`config.mk`:
```
export PLATFORM = sky130hd
export DESIGN_NAME = base64_chunk_crc_encoder
export DESIGN_NICKNAME = d
export VERILOG_FILES = /design/src/hdl/b64c_pkg.sv /design/src/hdl/b64c_front.sv /design/src/hdl/b64c_fifo.sv /design/src/hdl/b64c_back.sv /design/src/hdl/base64_chunk_crc_encoder.sv
export SDC_FILE = /design/constraint.sdc
export NUM_CORES = 1
export LEC_CHECK = 0
export BUFFER_PORTS_ARGS = -buffer_cell sky130_fd_sc_hd__buf_2
export CORE_MARGIN = 2
export CORE_UTILIZATION = 50
export DETAILED_ROUTE_END_ITERATION = 7
export PLACE_DENSITY = 0.68
export SYNTH_ARGS = -nofsm -noshare
export SYNTH_HDL_FRONTEND = slang
export SYNTH_HIERARCHICAL = 1
export SYNTH_SLANG_ARGS = --single-unit
```
`constraint.sdc`:
```
create_clock -name clk -period 3.65 [get_ports clk]
set_input_delay 1.095 -clock clk [delete_from_list [all_inputs] [get_ports clk]]
set_output_delay 1.095 -clock clk [all_outputs]
set_load 0.005 [all_outputs]
```
`src/hdl/b64c_pkg.sv`:
```
`timescale 1ns / 1ps
// ----------------------------------------------------------------------------
// b64c_pkg: shared types, constants and functions
// Base64 alphabet mapping, CRC-16 byte update and the character group type
// passed from the byte front end to the character back end.
// ----------------------------------------------------------------------------
package b64c_pkg;

    // Chunk numbering bound and derived counter width
    localparam int unsigned MAX_CHUNKS = 1024;
    localparam int unsigned CNT_W      = (MAX_CHUNKS > 2) ? $clog2(MAX_CHUNKS) : 1;

    localparam logic [7:0]  CHUNK_CHARS_RESET = 8'd120;
    localparam logic [15:0] CRC_INIT          = 16'hffff;
    localparam logic [15:0] CRC_POLY          = 16'h8408;
    localparam logic [6:0]  PAD_CHAR          = 7'h3d;
    localparam logic [1:0]  LAST_SLOT         = 2'd3;

    // Four characters of one base64 group, first character in slot 0
    typedef struct packed {
        logic [3:0][6:0] chars;
        logic            last;
    } group_t;

    // Group queue status seen by both sides
    typedef struct packed {
        logic full;
        logic empty;
    } qstat_t;

    // Map a 6-bit code to its base64 ASCII character
    function automatic logic [6:0] b64_char(input logic [5:0] code);
        logic [6:0] c;
        begin
            c = {1'b0, code};
            if (code < 6'd26)
                b64_char = 7'h41 + c;
            else if (code < 6'd52)
                b64_char = 7'h61 + c - 7'd26;
            else if (code < 6'd62)
                b64_char = 7'h30 + c - 7'd52;
            else if (code == 6'd62)
                b64_char = 7'h2b;
            else
                b64_char = 7'h2f;
        end
    endfunction

    // Reflected CRC-16 update with one character
    function automatic logic [15:0] crc_feed(input logic [15:0] crc, input logic [6:0] ch);
        logic [15:0] c;
        begin
            c = crc ^ {9'd0, ch};
            for (int k = 0; k < 8; k++)
                c = c[0] ? ((c >> 1) ^ CRC_POLY) : (c >> 1);
            crc_feed = c;
        end
    endfunction

endpackage

```
`src/hdl/b64c_front.sv`:
```
`timescale 1ns / 1ps
// ----------------------------------------------------------------------------
// b64c_front: byte collector and base64 group builder
// Holds up to two pending bytes and turns each completed or final group
// into four ASCII characters with padding.
// ----------------------------------------------------------------------------
module b64c_front (
    input  logic              clk,
    input  logic              rst_n,
    input  logic              in_valid,
    input  logic [7:0]        in_byte,
    input  logic              last_byte,
    output logic              grp_push,
    output b64c_pkg::group_t  grp_data
);

    logic [15:0] held_bytes_reg, held_bytes_next;
    logic [1:0]  held_count_reg, held_count_next;
    logic [1:0]  count;
    logic [1:0]  total;
    logic [23:0] v;

    // Build the group word and decide whether it is complete
    always_comb
    begin
        count = (held_count_reg > 2'd2) ? 2'd2 : held_count_reg;
        total = count + 2'd1;
        unique case (total)
            2'd1:    v = {in_byte, 16'd0};
            2'd2:    v = {held_bytes_reg[7:0], in_byte, 8'd0};
            default: v = {held_bytes_reg, in_byte};
        endcase
        grp_data.chars[0] = b64c_pkg::b64_char(v[23:18]);
        grp_data.chars[1] = b64c_pkg::b64_char(v[17:12]);
        grp_data.chars[2] = (total >= 2'd2) ? b64c_pkg::b64_char(v[11:6])
                                            : b64c_pkg::PAD_CHAR;
        grp_data.chars[3] = (total == 2'd3) ? b64c_pkg::b64_char(v[5:0])
                                            : b64c_pkg::PAD_CHAR;
        grp_data.last     = last_byte;
        grp_push          = in_valid && (last_byte || total == 2'd3);

        held_bytes_next = held_bytes_reg;
        held_count_next = held_count_reg;
        if (in_valid)
        begin
            if (grp_push)
            begin
                held_bytes_next = 16'd0;
                held_count_next = 2'd0;
            end
            else
            begin
                held_bytes_next = {held_bytes_reg[7:0], in_byte};
                held_count_next = total;
            end
        end
    end

    // Hold pending bytes
    always_ff @(posedge clk or negedge rst_n)
    begin
        if (!rst_n)
        begin
            held_bytes_reg <= 16'd0;
            held_count_reg <= 2'd0;
        end
        else
        begin
            held_bytes_reg <= held_bytes_next;
            held_count_reg <= held_count_next;
        end
    end

endmodule

```
`src/hdl/b64c_fifo.sv`:
```
`timescale 1ns / 1ps
// ----------------------------------------------------------------------------
// b64c_fifo: two-entry group queue
// Decouples the byte front end from the character back end.
// ----------------------------------------------------------------------------
module b64c_fifo (
    input  logic              clk,
    input  logic              rst_n,
    input  logic              push,
    input  b64c_pkg::group_t  wdata,
    input  logic              pop,
    output b64c_pkg::group_t  rdata,
    output b64c_pkg::qstat_t  stat
);

    b64c_pkg::group_t mem_reg [2];
    logic       wptr_reg, wptr_next;
    logic       rptr_reg, rptr_next;
    logic [1:0] cnt_reg, cnt_next;
    logic       do_push;
    logic       do_pop;

    // Pointer and fill count update
    always_comb
    begin
        stat.full  = (cnt_reg == 2'd2);
        stat.empty = (cnt_reg == 2'd0);
        do_push    = push && !stat.full;
        do_pop     = pop && !stat.empty;
        wptr_next  = do_push ? !wptr_reg : wptr_reg;
        rptr_next  = do_pop ? !rptr_reg : rptr_reg;
        cnt_next   = cnt_reg + {1'b0, do_push} - {1'b0, do_pop};
        rdata      = mem_reg[rptr_reg];
    end

    always_ff @(posedge clk or negedge rst_n)
    begin
        if (!rst_n)
        begin
            wptr_reg <= 1'b0;
            rptr_reg <= 1'b0;
            cnt_reg  <= 2'd0;
        end
        else
        begin
            wptr_reg <= wptr_next;
            rptr_reg <= rptr_next;
            cnt_reg  <= cnt_next;
        end
    end

    // Store entries
    always_ff @(posedge clk)
    begin
        if (do_push)
            mem_reg[wptr_reg] <= wdata;
    end

endmodule

```
`src/hdl/b64c_back.sv`:
```
`timescale 1ns / 1ps
// ----------------------------------------------------------------------------
// b64c_back: character serializer with chunk CRC
// Emits one current-group character per unstalled cycle, runs the chunk
// CRC and character count, and holds each result in an output register.
// ----------------------------------------------------------------------------
module b64c_back (
    input  logic              clk,
    input  logic              rst_n,
    input  logic [7:0]        chunk_chars,
    input  b64c_pkg::group_t  grp_data,
    input  b64c_pkg::qstat_t  q_stat,
    output logic              grp_pop,
    input  logic              pop,
    output logic              empty,
    output logic [6:0]        out_char,
    output logic              chunk_end,
    output logic [15:0]       chunk_crc,
    output logic [9:0]        chunk_number,
    output logic              run_last
);

    localparam int unsigned CNT_W = b64c_pkg::CNT_W;

    b64c_pkg::group_t grp_reg, grp_next;
    logic             busy_reg, busy_next;
    logic [1:0]       idx_reg, idx_next;
    logic [15:0]      crc_reg, crc_next;
    logic [7:0]       nchars_reg, nchars_next;
    logic [CNT_W-1:0] chunk_reg, chunk_next;

    logic             ov_reg, ov_next;
    logic [6:0]       ochar_reg, ochar_next;
    logic             oend_reg, oend_next;
    logic [15:0]      ocrc_reg, ocrc_next;
    logic [9:0]       onum_reg, onum_next;
    logic             olast_reg, olast_next;

    logic             emit;
    logic             msg_end;
    logic             close;
    logic [6:0]       ch;
    logic [15:0]      crc_new;
    logic [7:0]       nchars_inc;
    logic [31:0]      chunk_ext;

    // Emit one character and advance chunk state
    always_comb
    begin
        emit       = busy_reg && (!ov_reg || pop);
        ch         = grp_reg.chars[idx_reg];
        msg_end    = grp_reg.last && (idx_reg == b64c_pkg::LAST_SLOT);
        crc_new    = b64c_pkg::crc_feed(crc_reg, ch);
        nchars_inc = nchars_reg + 8'd1;
        close      = msg_end || (nchars_inc == chunk_chars);
        chunk_ext  = 32'(chunk_reg);

        grp_next    = grp_reg;
        busy_next   = busy_reg;
        idx_next    = idx_reg;
        crc_next    = crc_reg;
        nchars_next = nchars_reg;
        chunk_next  = chunk_reg;
        grp_pop     = 1'b0;

        ov_next    = ov_reg && !pop;
        ochar_next = ochar_reg;
        oend_next  = oend_reg;
        ocrc_next  = ocrc_reg;
        onum_next  = onum_reg;
        olast_next = olast_reg;

        if (emit)
        begin
            ov_next    = 1'b1;
            ochar_next = ch;
            oend_next  = close;
            ocrc_next  = close ? crc_new : 16'd0;
            onum_next  = chunk_ext[9:0];
            olast_next = (idx_reg == b64c_pkg::LAST_SLOT);
            idx_next   = idx_reg + 2'd1;
            if (close)
            begin
                crc_next    = b64c_pkg::CRC_INIT;
                nchars_next = 8'd0;
                chunk_next  = (chunk_reg == CNT_W'(b64c_pkg::MAX_CHUNKS - 1))
                              ? '0 : chunk_reg + 1'b1;
            end
            else
            begin
                crc_next    = crc_new;
                nchars_next = nchars_inc;
            end
            // Message end clears chunk state
            if (msg_end)
            begin
                crc_next    = b64c_pkg::CRC_INIT;
                nchars_next = 8'd0;
                chunk_next  = '0;
            end
            if (idx_reg == b64c_pkg::LAST_SLOT)
                busy_next = 1'b0;
        end

        // Load the next group when idle or finishing the current one
        if ((!busy_reg || (emit && idx_reg == b64c_pkg::LAST_SLOT)) && !q_stat.empty)
        begin
            grp_pop   = 1'b1;
            grp_next  = grp_data;
            busy_next = 1'b1;
            idx_next  = 2'd0;
        end

        empty        = !ov_reg;
        out_char     = ochar_reg;
        chunk_end    = oend_reg;
        chunk_crc    = ocrc_reg;
        chunk_number = onum_reg;
        run_last     = olast_reg;
    end

    // Control and chunk state
    always_ff @(posedge clk or negedge rst_n)
    begin
        if (!rst_n)
        begin
            busy_reg   <= 1'b0;
            idx_reg    <= 2'd0;
            crc_reg    <= b64c_pkg::CRC_INIT;
            nchars_reg <= 8'd0;
            chunk_reg  <= '0;
            ov_reg     <= 1'b0;
        end
        else
        begin
            busy_reg   <= busy_next;
            idx_reg    <= idx_next;
            crc_reg    <= crc_next;
            nchars_reg <= nchars_next;
            chunk_reg  <= chunk_next;
            ov_reg     <= ov_next;
        end
    end

    // Payload registers
    always_ff @(posedge clk)
    begin
        grp_reg   <= grp_next;
        ochar_reg <= ochar_next;
        oend_reg  <= oend_next;
        ocrc_reg  <= ocrc_next;
        onum_reg  <= onum_next;
        olast_reg <= olast_next;
    end

endmodule

```
`src/hdl/base64_chunk_crc_encoder.sv`:
```
`timescale 1ns / 1ps
// ----------------------------------------------------------------------------
// base64_chunk_crc_encoder: streaming base64 encoder with chunk CRC-16
//
// Input queue side: drive in_byte and last_byte with push; a byte transfers
// when push is high and full is low. last_byte ends the message, flushes the
// pending group with '=' padding and closes the current chunk.
// Result queue side: while empty is low the oldest character sits on
// out_char with chunk_end, chunk_crc, chunk_number and run_last; it
// transfers when pop is high. Stalling on pop only holds the output
// register; the front keeps taking bytes until the two-entry group queue
// fills, then full rises.
// A group-completing byte passes the group queue and the serializer group
// register before reaching the output register. The single CRC/serializer
// stage emits one character per cycle while groups wait and pop keeps up.
// cfg_we/cfg_wdata write the chunk length (reset 120, 0 means 256); write
// only while idle. Reset clears the control and chunk state; the first
// message starts at chunk 0.
// ----------------------------------------------------------------------------
module base64_chunk_crc_encoder (
    input  logic        clk,
    input  logic        rst_n,
    input  logic        cfg_we,
    input  logic [7:0]  cfg_wdata,
    input  logic        push,
    output logic        full,
    input  logic [7:0]  in_byte,
    input  logic        last_byte,
    output logic        empty,
    input  logic        pop,
    output logic [6:0]  out_char,
    output logic        chunk_end,
    output logic [15:0] chunk_crc,
    output logic [9:0]  chunk_number,
    output logic        run_last
);

    logic [7:0]        chunk_chars_reg, chunk_chars_next;
    logic              in_valid;
    logic              grp_push;
    logic              grp_pop;
    b64c_pkg::group_t  grp_wdata;
    b64c_pkg::group_t  grp_rdata;
    b64c_pkg::qstat_t  q_stat;

    // Chunk length register
    always_comb
    begin
        chunk_chars_next = cfg_we ? cfg_wdata : chunk_chars_reg;
        full             = q_stat.full;
        in_valid         = push && !q_stat.full;
    end

    always_ff @(posedge clk or negedge rst_n)
    begin
        if (!rst_n)
            chunk_chars_reg <= b64c_pkg::CHUNK_CHARS_RESET;
        else
            chunk_chars_reg <= chunk_chars_next;
    end

    b64c_front u_front (
        .clk       (clk),
        .rst_n     (rst_n),
        .in_valid  (in_valid),
        .in_byte   (in_byte),
        .last_byte (last_byte),
        .grp_push  (grp_push),
        .grp_data  (grp_wdata)
    );

    b64c_fifo u_fifo (
        .clk   (clk),
        .rst_n (rst_n),
        .push  (grp_push),
        .wdata (grp_wdata),
        .pop   (grp_pop),
        .rdata (grp_rdata),
        .stat  (q_stat)
    );

    b64c_back u_back (
        .clk          (clk),
        .rst_n        (rst_n),
        .chunk_chars  (chunk_chars_reg),
        .grp_data     (grp_rdata),
        .q_stat       (q_stat),
        .grp_pop      (grp_pop),
        .pop          (pop),
        .empty        (empty),
        .out_char     (out_char),
        .chunk_end    (chunk_end),
        .chunk_crc    (chunk_crc),
        .chunk_number (chunk_number),
        .run_last     (run_last)
    );

endmodule

```
==> results of run 1 <==
worst reg2reg max path, cell delays in order (launching register included):
cell                       delay, ns
sky130_fd_sc_hd__dfrtp_1        0.79
sky130_fd_sc_hd__inv_2          0.31
sky130_fd_sc_hd__a31oi_1        0.35
sky130_fd_sc_hd__inv_1          0.13
sky130_fd_sc_hd__ha_1           0.29
sky130_fd_sc_hd__inv_1          0.07
sky130_fd_sc_hd__a21oi_1        0.10
sky130_fd_sc_hd__nand2b_1       0.29
sky130_fd_sc_hd__o221ai_1       0.26
sky130_fd_sc_hd__o21ai_0        0.14
final cells by class:
| cell class | instances | area (um2) |
|---|---|---|
| repair buffers | 76 | 438 |
| multi-input cells | 513 | 3820 |
| clock inverters | 6 | 50.0 |
| well taps | 260 | 325 |
| flip-flops and latches | 190 | 5390 |
| inverters | 51 | 191 |
| fillers | 1538 | 8100 |
| clock buffers | 26 | 512 |
metrics by stage:
stage	total power, mW	hold slack (ns)	setup WS [ns]
floorplan	6.51	0.461	0.196
global placement	7.28	0.485	0.292
detailed placement	7.36	0.488	0.219
CTS	9.13	0.506	0.667
global route	9.70	0.515	0.401
finish	9.07	0.501	0.641
routing by layer:
layer,global-route usage (%),vias up,routed length [um]
li1,-,3011,-
met1,25.2,2920,8290
met2,30.5,178,8420
met3,4.26,17,880
met4,5.21,0,289
met5,0,-,0
how the worst max path moves through the flow:
| stage | depth (start not counted) | to | start |
|---|---|---|---|
| global placement | 10 | u_fifo/mem_reg[0][19] | in_byte[1] |
| detailed placement | 10 | u_fifo/mem_reg[1][19] | in_byte[1] |
| global route | 9 | u_fifo/mem_reg[0][11] | u_front/held_count_reg[1] |
| floorplan | 5 | u_fifo/mem_reg[0][0] | push |
| CTS | 9 | u_fifo/mem_reg[1][11] | u_front/held_count_reg[1] |
| finish | 10 | u_fifo/mem_reg[1][19] | in_byte[1] |
cells by family after synthesis:
family                     synth area share [%]
adders and majority gates                  2.73
DFF                                        55.9
and+or+nand+nor                            11.0
AOI/OAI and AO/OA                          12.1
muxes                                      9.71
buffers and inverters                      4.54
xor gates and xnor gates                   4.00
power by group through the flow:
stage                     logic (mW)  clock network [mW]  registers, mW
after floorplan                 3.05                   0           3.45
final                           3.69                1.74           3.64
after global routing            4.11                1.86           3.73
after detailed placement        3.67                   0           3.69
after CTS                       3.70                1.78           3.65
after global placement          3.60                   0           3.68
Yosys cell counts, types with 6 or more instances:
library cell / number / area [um2]
sky130_fd_sc_hd__o21a_1: 7 / 52.6
sky130_fd_sc_hd__buf_6: 8 / 90.1
sky130_fd_sc_hd__edfxtp_1: 122 / 3660
sky130_fd_sc_hd__mux2i_1: 11 / 110
sky130_fd_sc_hd__dfrtp_1: 48 / 1200
sky130_fd_sc_hd__o311ai_0: 6 / 52.6
sky130_fd_sc_hd__xor2_1: 17 / 149
sky130_fd_sc_hd__nand3_1: 25 / 125
sky130_fd_sc_hd__nand2_1: 64 / 240
sky130_fd_sc_hd__nor2_1: 61 / 229
sky130_fd_sc_hd__ha_1: 21 / 263
sky130_fd_sc_hd__a21oi_1: 30 / 150
sky130_fd_sc_hd__o21ai_0: 31 / 155
sky130_fd_sc_hd__o21ai_1: 7 / 35.0
sky130_fd_sc_hd__buf_2: 8 / 40.0
sky130_fd_sc_hd__xnor2_1: 27 / 236
sky130_fd_sc_hd__a31oi_1: 18 / 113
sky130_fd_sc_hd__and2_1: 7 / 43.8
sky130_fd_sc_hd__nand2b_1: 6 / 37.5
sky130_fd_sc_hd__mux4_2: 7 / 158
sky130_fd_sc_hd__mux2_4: 37 / 556
sky130_fd_sc_hd__clkbuf_1: 16 / 60.1
sky130_fd_sc_hd__dfstp_2: 20 / 526
sky130_fd_sc_hd__nor2b_1: 8 / 50.1
sky130_fd_sc_hd__inv_1: 45 / 169
sky130_fd_sc_hd__nor3_1: 7 / 35.0
sky130_fd_sc_hd__mux2_2: 8 / 90.1
sky130_fd_sc_hd__o22ai_1: 17 / 106
==> out/summary.md, run 1 <==
The flow ran to the end, and the final reports show no timing, DRC or antenna violations. In this run the vertical extent of the chip is 143 um. The net switching fraction of the power works out to 36.5%. The post-layout instance area was 10700 um2. Clock-pin slew on the worst setup and hold paths: 0.07 ns.

The endpoint identified for the worst register-to-register timing path is u_fifo/mem_reg[0][11]. Grouping stages by cell kind, the critical path spends the most delay in compound AO/OA/AOI/OAI gates. TritonCTS built the clock tree.

The net switching power is 3.31 mW. The total count of max-transition violations in the final report was 0; the worst stage delay on the critical path was 0.37 ns. The floorplan step set the die width to 143 um. The post-synthesis cell count is 795, and the number of buffers on the longest clock path is 2.

The leading cell type in the layout, fill and taps excluded was sky130_fd_sc_hd__edfxtp_1. Data arrives at the worst endpoint at 3.18 ns. The routability congestion estimate from global placement was 0.903; the power density of the placed cells was 846 nW/um2. In this run, the combinational gates consume 40.7% of the power. The buffer and inverter count on the worst path is 2.

During synthesis, Yosys emitted a total of 6 warnings. The synthesis-stage register bit count was 190. The endpoint of the worst hold path was u_fifo/cnt_reg[1]. The total setup buffers inserted after CTS was 0. The worst hold path begins at u_fifo/cnt_reg[1]. For the hold violation count in the final report, the log shows 0. In the global route stage, overall resource usage came out at 18.6%. The share of the yosys chip area belonging to registers is 55.9%. The H-tree generated during clock tree synthesis spans 4 levels. The number of cells traversed by the worst hold path is 1. The share of synthesized flip-flops with an asynchronous set or reset is 35.8%. For the pin with the worst max-slew slack, the measured transition is 0.950 ns.

For the final database, setup skew stands at 0.0123 ns. Number of placement rows: 50. For the post-cts hold buffer count, the log shows 0. The area growth from synthesis to layout was 11.3%. The largest fanout on the critical path is 10, and the number of placed cells counting well taps is 1090. Remaining antenna violation count: 0.

Via count of the routed design: 6126. The tree is rooted in a sky130_fd_sc_hd__clkbuf_16. The HPWL reported at the end of detailed placement came out at 12.6 mm.

After synthesis, the mean cell area works out to 12.1 um2. The logs give 838 for the net count of the mapped netlist and 190 for the TritonCTS sink count. Across the run, the number of max-cap violations was 0.

The run gives 17 as the number of clock buffers inserted by TritonCTS. In this run, synthesis inferred 122 flip-flops with an integrated enable. Of the available clock period, the critical path in the final layout requires 82.4%. The count of cells along the worst register-to-register path is 9. The number of port buffers was 58.

Setup violations remaining at the end of the flow were counted as 0. The slowest stage of the critical path is the sky130_fd_sc_hd__or3_1 cell. Internal power comes to 5.76 mW. Counting I/O delays and the setup requirement, the final critical path takes 3.01 ns. The post-cts sizing count came out at 0. The routed design has 17.9 mm of wire.

Clock latency on the worst-skew pair, taken at its later pin, is 0.42 ns. For this run, the detailed router's first-pass iteration total came to 5. The post-synthesis instance area is 9640 um2. The dominant register cell in the synthesized netlist is sky130_fd_sc_hd__edfxtp_1.

In the routed design, unresolved DRC markers number 0. Dividing the detail-routed wire length by the instance count gives 15.9 um. Traced cell by cell, the critical path runs through buf_2 -> nor2b_1 -> a22oi_2 -> inv_1 -> ha_1 -> a31o_2 -> o2bb2ai_2 -> o311ai_0 -> a31oi_1 -> or3_1.

In this run the critical register-to-register path is launched from u_front/held_count_reg[1]. The min-delay analysis places its worst path in the category flip-flop to flip-flop. In the final layout, the share of cells above drive strength 1 is 23.9%.

The number of antenna violations at the first check in global routing is 0. The share of total power in the clock network is 19.2%, and the final global-route overflow total is 0. The number of diodes is 0, and the unique cell type count in the Yosys netlist is 82. After detailed placement, the total cell area comes to 10200 um2. The area of the die was 20400 um2. Across the VDD grid, the largest voltage drop is 0.372 mV.

The worst register-to-register path has a setup slack of 0.64 ns. The number of DRC violations after detailed-routing iteration 0 was 410. STA classifies the critical path endpoint as a flip-flop. The start-to-end type of the worst setup path is input port to flip-flop.

The flip-flop count of the largest register after layout came out at 58. The final core utilization came out at 57.0%. Setup repair after global routing left no endpoint under its margin. Summed over all failing endpoints, the final setup total negative slack is 0 ns. The number of global-route vias before repair was 5729. The effective utilization at floorplan came out at 51.2%. 59 I/O pins were placed. The core region is 18800 um2. The worst pin sits at a relative slew slack of 36.7%.

Entering global routing, the biggest net connects 50 pins. The count of placed standard cells in the final layout, fillers left out came out at 1122. For this design the static power due to leakage is 4.21 nW. The critical path startpoint category is an input port. The tools report the critical path data required time as 3.82 ns.

The logs give 0.332 GHz for the fmax and 29.7 mm for the first-pass GRT wire length. In the layout the commonest cells are sky130_fd_sc_hd__edfxtp_1 (122), sky130_fd_sc_hd__nand2_1 (64), sky130_fd_sc_hd__nor2_1 (60), sky130_fd_sc_hd__buf_2 (58), sky130_fd_sc_hd__dfrtp_1 (47). The via-per-instance ratio was 5.46.

The portion of total power attributed to sequential cells was 40.2%. For the net total in the final layout, the log shows 892.
(Power assumes the default switching activity.)
==> run 2: changes to the inputs <==
--- a/config.mk
+++ b/config.mk
@@ -5,6 +5,7 @@
 export SDC_FILE = /design/constraint.sdc
 export NUM_CORES = 1
 export LEC_CHECK = 0
+export ABC_AREA = 1
 export BUFFER_PORTS_ARGS = -buffer_cell sky130_fd_sc_hd__buf_2
 export CORE_MARGIN = 2
 export CORE_UTILIZATION = 50
==> constraint.sdc (replaced) <==
create_clock -name clk -period 3 [get_ports clk]
set_input_delay 0.9 -clock clk [delete_from_list [all_inputs] [get_ports clk]]
set_output_delay 0.9 -clock clk [all_outputs]
set_load 0.005 [all_outputs]
==> out/summary.md, run 2 <==
The tightest min-delay check is of the flip-flop to flip-flop type. Among all flip-flop cells after synthesis, the most frequent one is sky130_fd_sc_hd__edfxtp_1. The share of final-layout standard cells stronger than drive strength 1 was 14.2% (-9.7 points). In the layout the commonest cells are sky130_fd_sc_hd__nand2_1 (416), sky130_fd_sc_hd__edfxtp_1 (122), sky130_fd_sc_hd__inv_1 (121), sky130_fd_sc_hd__nand3_1 (113), sky130_fd_sc_hd__nor2_1 (75).

The standard cell area after detailed placement came out at 10600 um2 (+4.4%). The logs give 33.0 mm (+11%) for the first-pass GRT wire length and 4 (unchanged) for the H-tree depth. For the design internal power, the log shows 7.01 mW (+22%).

The post-cts sizing count is 0 (unchanged), and the number of max-cap violations is 0 (unchanged). For the area of the die, the log shows 21300 um2 (+4.5%). Ranked by total cell area, the synthesized netlist is headed by sky130_fd_sc_hd__edfxtp_1 (36%), sky130_fd_sc_hd__nand2_1 (15%), sky130_fd_sc_hd__dfrtp_1 (12%). The net switching power is 4.87 mW (+47%). The post-layout instance area is 11200 um2 (+4.4%), and the via count of the routed design is 7481 (+22%). The commonest cells after synthesis are sky130_fd_sc_hd__nand2_1 (416), sky130_fd_sc_hd__edfxtp_1 (122), sky130_fd_sc_hd__inv_1 (122).

For the number of remaining DRC errors, the log shows 0 (unchanged). For the number of clock buffers inserted by TritonCTS, the log shows 17 (unchanged). The run finished with clean final reports. The net count of the mapped netlist is 1203 (+44%). For the core box area, the log shows 19700 um2 (+4.4%).

The transition at the pin with the smallest max-transition slack was 0.751 ns (-0.199 ns); the relative slew slack was 49.8% (+13 points). The count of placed standard cells in the final layout, fillers left out came out at 1497 (+33%). For the TritonCTS sink count, the log shows 190 (unchanged). Of all cell types, the one taking the most synthesized area is sky130_fd_sc_hd__edfxtp_1. For the standby leakage power, the log shows 5.22 nW (+24%). The remaining antenna violation count was 0 (unchanged). Number of enable flip-flop cells after synthesis: 122 (unchanged). The via-per-instance ratio was 5.00 (-8.5%); the area fraction of the dominant cell type after synthesis was 36.3% (-1.7 points). The all-layer global routing usage came out at 19.1% (+0.45 points). The number of placed cells counting well taps came out at 1465 (+34%). TritonCTS built the clock tree. The library cell with the highest instance count after synthesis was sky130_fd_sc_hd__nand2_1. The effective utilization at floorplan was 51.3% (+0.10 points); the synthesis-stage register bit count was 190 (unchanged). The logs give 473 (+15%) for the number of DRC violations after detailed-routing iteration 0 and 6761 (+18%) for the number of global-route vias before repair. The uppermost layer routed was met4. The share of synthesized flip-flops with an asynchronous set or reset works out to 35.8% (unchanged).

The leading cell type in the layout, fill and taps excluded was sky130_fd_sc_hd__nand2_1. The largest fanout on the critical path was 13 (+3). The cell sitting at the root of the clock tree is a sky130_fd_sc_hd__clkbuf_16. The unique cell type count in the Yosys netlist was 49 (-40%). STA classifies the critical path endpoint as a flip-flop. The clock network latency to the later pin of the worst-skew pair is 0.43 ns (about the same), and the average size of a mapped cell is 8.69 um2 (-28%). The net switching fraction of the power was 41.0% (+4.5 points). The run gives 14.3 mm (+14%) as the HPWL reported at the end of detailed placement.

Based on the critical path, the design can be clocked at up to 0.410 GHz. Number of port buffers: 58 (unchanged). The tools report the routed length on met3 as 809 um (-8.1%). The logs give 1262 (+41%) for the net total in the final layout and 0 (unchanged) for the final global-route overflow total. The number of placement rows is 51 (+2.0%). The routed length on met1 was 9.55 mm (+15%); the share of total power in the clock network was 18.3% (-0.9 points). The logs give 3.17 ns (-0.65 ns) for the critical path data required time and 2.61 ns (-0.57 ns) for the arrival time at the worst endpoint. The detailed-route wire length per cell is 13.3 um (-16%), and the power density of the placed cells is 1060 nW/um2 (+25%). The number of setup violations in the final report is 0 (unchanged), and the detailed-routed wire length on met2 is 9.32 mm (+11%).

The area growth from synthesis to layout works out to 11.0%. The run gives 0 (unchanged) as the number of antenna violations at the first check in global routing. The logs give 6 (unchanged) for the number of warning messages in the yosys log and 38.1% (-2.1 points) for the portion of total power attributed to sequential cells.

The clock-pin slew on the worst setup and hold paths works out to 0.07 ns (about the same). For the post-cts hold buffer count, the log shows 0 (unchanged). The worst setup path is launched from a flip-flop. The run gives 43 (-14%) as the largest net degree at the start of global routing. The logs give 0.868 (-3.9%) for the routability congestion estimate from global placement and 0 (unchanged) for the total count of max-transition violations in the final report.

For the number of ports placed on the die boundary, the log shows 59 (unchanged). The width of the chip is 146 um (+2.2%). The post-synthesis instance area was 10100 um2 (+4.6%); the number of buffers on the longest clock path was 2 (unchanged). The flip-flop count of the largest register after layout was 58 (unchanged); the total setup buffers inserted after CTS was 0 (unchanged).

For the share of the yosys chip area belonging to registers, the log shows 53.5% (-2.4 points). The worst setup path is of the flip-flop to flip-flop kind. Setup repair after global routing left no endpoint under its margin. The worst-case vdd ir drop came out at 0.512 mV (+38%). For the hold violation count in the final report, the log shows 0 (unchanged). The post-synthesis cell count was 1160 (+46%); the vertical die dimension was 146 um (+2.2%). The logs give 0 (unchanged) for the number of diodes and 5 (unchanged) for the number of iterations in the first detailed-routing pass. The logs give 0 ns (unchanged) for the total negative slack for setup checks and 19.9 mm (+11%) for the wire length reported by the detailed router. The worst setup skew after layout is 0.0124 ns (+0.0000822 ns). The time the final worst path needs with I/O delays and setup was 2.44 ns. Logic gate share of total power: 43.6% (+2.9 points). After layout, the worst path uses 81.3% of the clock period. The number of inserted filler cells in the final layout was 1808 (+18%); the final total power was 11.9 mW (+31%).
-- run 2: changes by cell type in the layout (fill, tap and decap cells not counted), sizes merged, moves of 12 or more --
cell   previous run  this run
a31oi            18         3
xnor2            27         3
nand2            65       422
inv              53       136
nor2             61        88
mux2             45         0
nand3            26       120
mux2i            12         0
-- run 2: final cells by class --
cell class	instances	area, um2	area share, %
Tap cell	265	332	2.96
Inverter	136	520	4.65
Clock buffer	24	503	4.49
Multi-Input combinational cell	802	3950	35.3
Timing Repair Buffer	72	420	3.76
Sequential cell	190	5390	48.1
Clock inverter	8	80.1	0.715
-- run 2: worst max-delay path: stages (launching register included) --
cell and delay, ns:
sky130_fd_sc_hd__dfrtp_1 0.51, sky130_fd_sc_hd__buf_4 0.29, sky130_fd_sc_hd__nor2_2 0.08, sky130_fd_sc_hd__nand2_1 0.07, sky130_fd_sc_hd__o21ai_2 0.15, sky130_fd_sc_hd__ha_1 0.28
sky130_fd_sc_hd__a21oi_1 0.43, sky130_fd_sc_hd__nand2_1 0.17, sky130_fd_sc_hd__nand2_1 0.10, sky130_fd_sc_hd__nand3_1 0.09
-- run 2: path summary, 6_finish.rpt --
check                                     startpoint                    end  slack (ns)  cells after the start
setup / recovery           u_front/held_count_reg[1]  u_fifo/mem_reg[0][18]        0.56                      9
hold reg to reg                      u_fifo/wptr_reg        u_fifo/wptr_reg        0.47                      2
hold / removal                       u_fifo/wptr_reg        u_fifo/wptr_reg        0.47                      2
max in group asynchronous                      rst_n     chunk_chars_reg[4]        1.75                      2
min in group asynchronous                      rst_n    u_back/chunk_reg[6]        0.52                      1
setup reg to reg           u_front/held_count_reg[1]  u_fifo/mem_reg[0][18]        0.56                      9
-- run 2: kinds of logic after synthesis --
logic type / after synthesis / synth area share [%]
XOR/XNOR: 29 / 2.52
buffers and inverters: 168 / 7.41
AND/OR/NAND/NOR: 653 / 27.8
adder cells (fa/ha/maj): 21 / 2.61
AO/OA/AOI/OAI: 99 / 6.18
flip-flops: 190 / 53.5
-- run 2: per-layer routing --
layer | global-route usage [%] | vias up
li1 | - | 3893
met2 | 30.8 | 174
met1 | 26.9 | 3400
met4 | 5.29 | 0
met5 | 0 | -
met3 | 3.10 | 14
-- run 2: power groups by stage --
stage | clock network (mW) | logic [mW] | registers [mW]
after floorplan | 0 | 4.02 | 4.44
after global placement | 0 | 5.09 | 4.56
after detailed placement | 0 | 5.16 | 4.57
after CTS | 2.23 | 5.18 | 4.53
after global routing | 2.33 | 5.94 | 4.62
final | 2.18 | 5.18 | 4.52
-- run 2: metrics by stage --
step	hold slack, ns	setup WS [ns]	util (%)
after floorplan	0.442	0.180	-
after global placement	0.453	0.390	54.0
after detailed placement	0.459	0.398	54.0
after CTS	0.474	0.559	57.0
after global routing	0.500	0.372	57.0
final	0.474	0.561	57.0
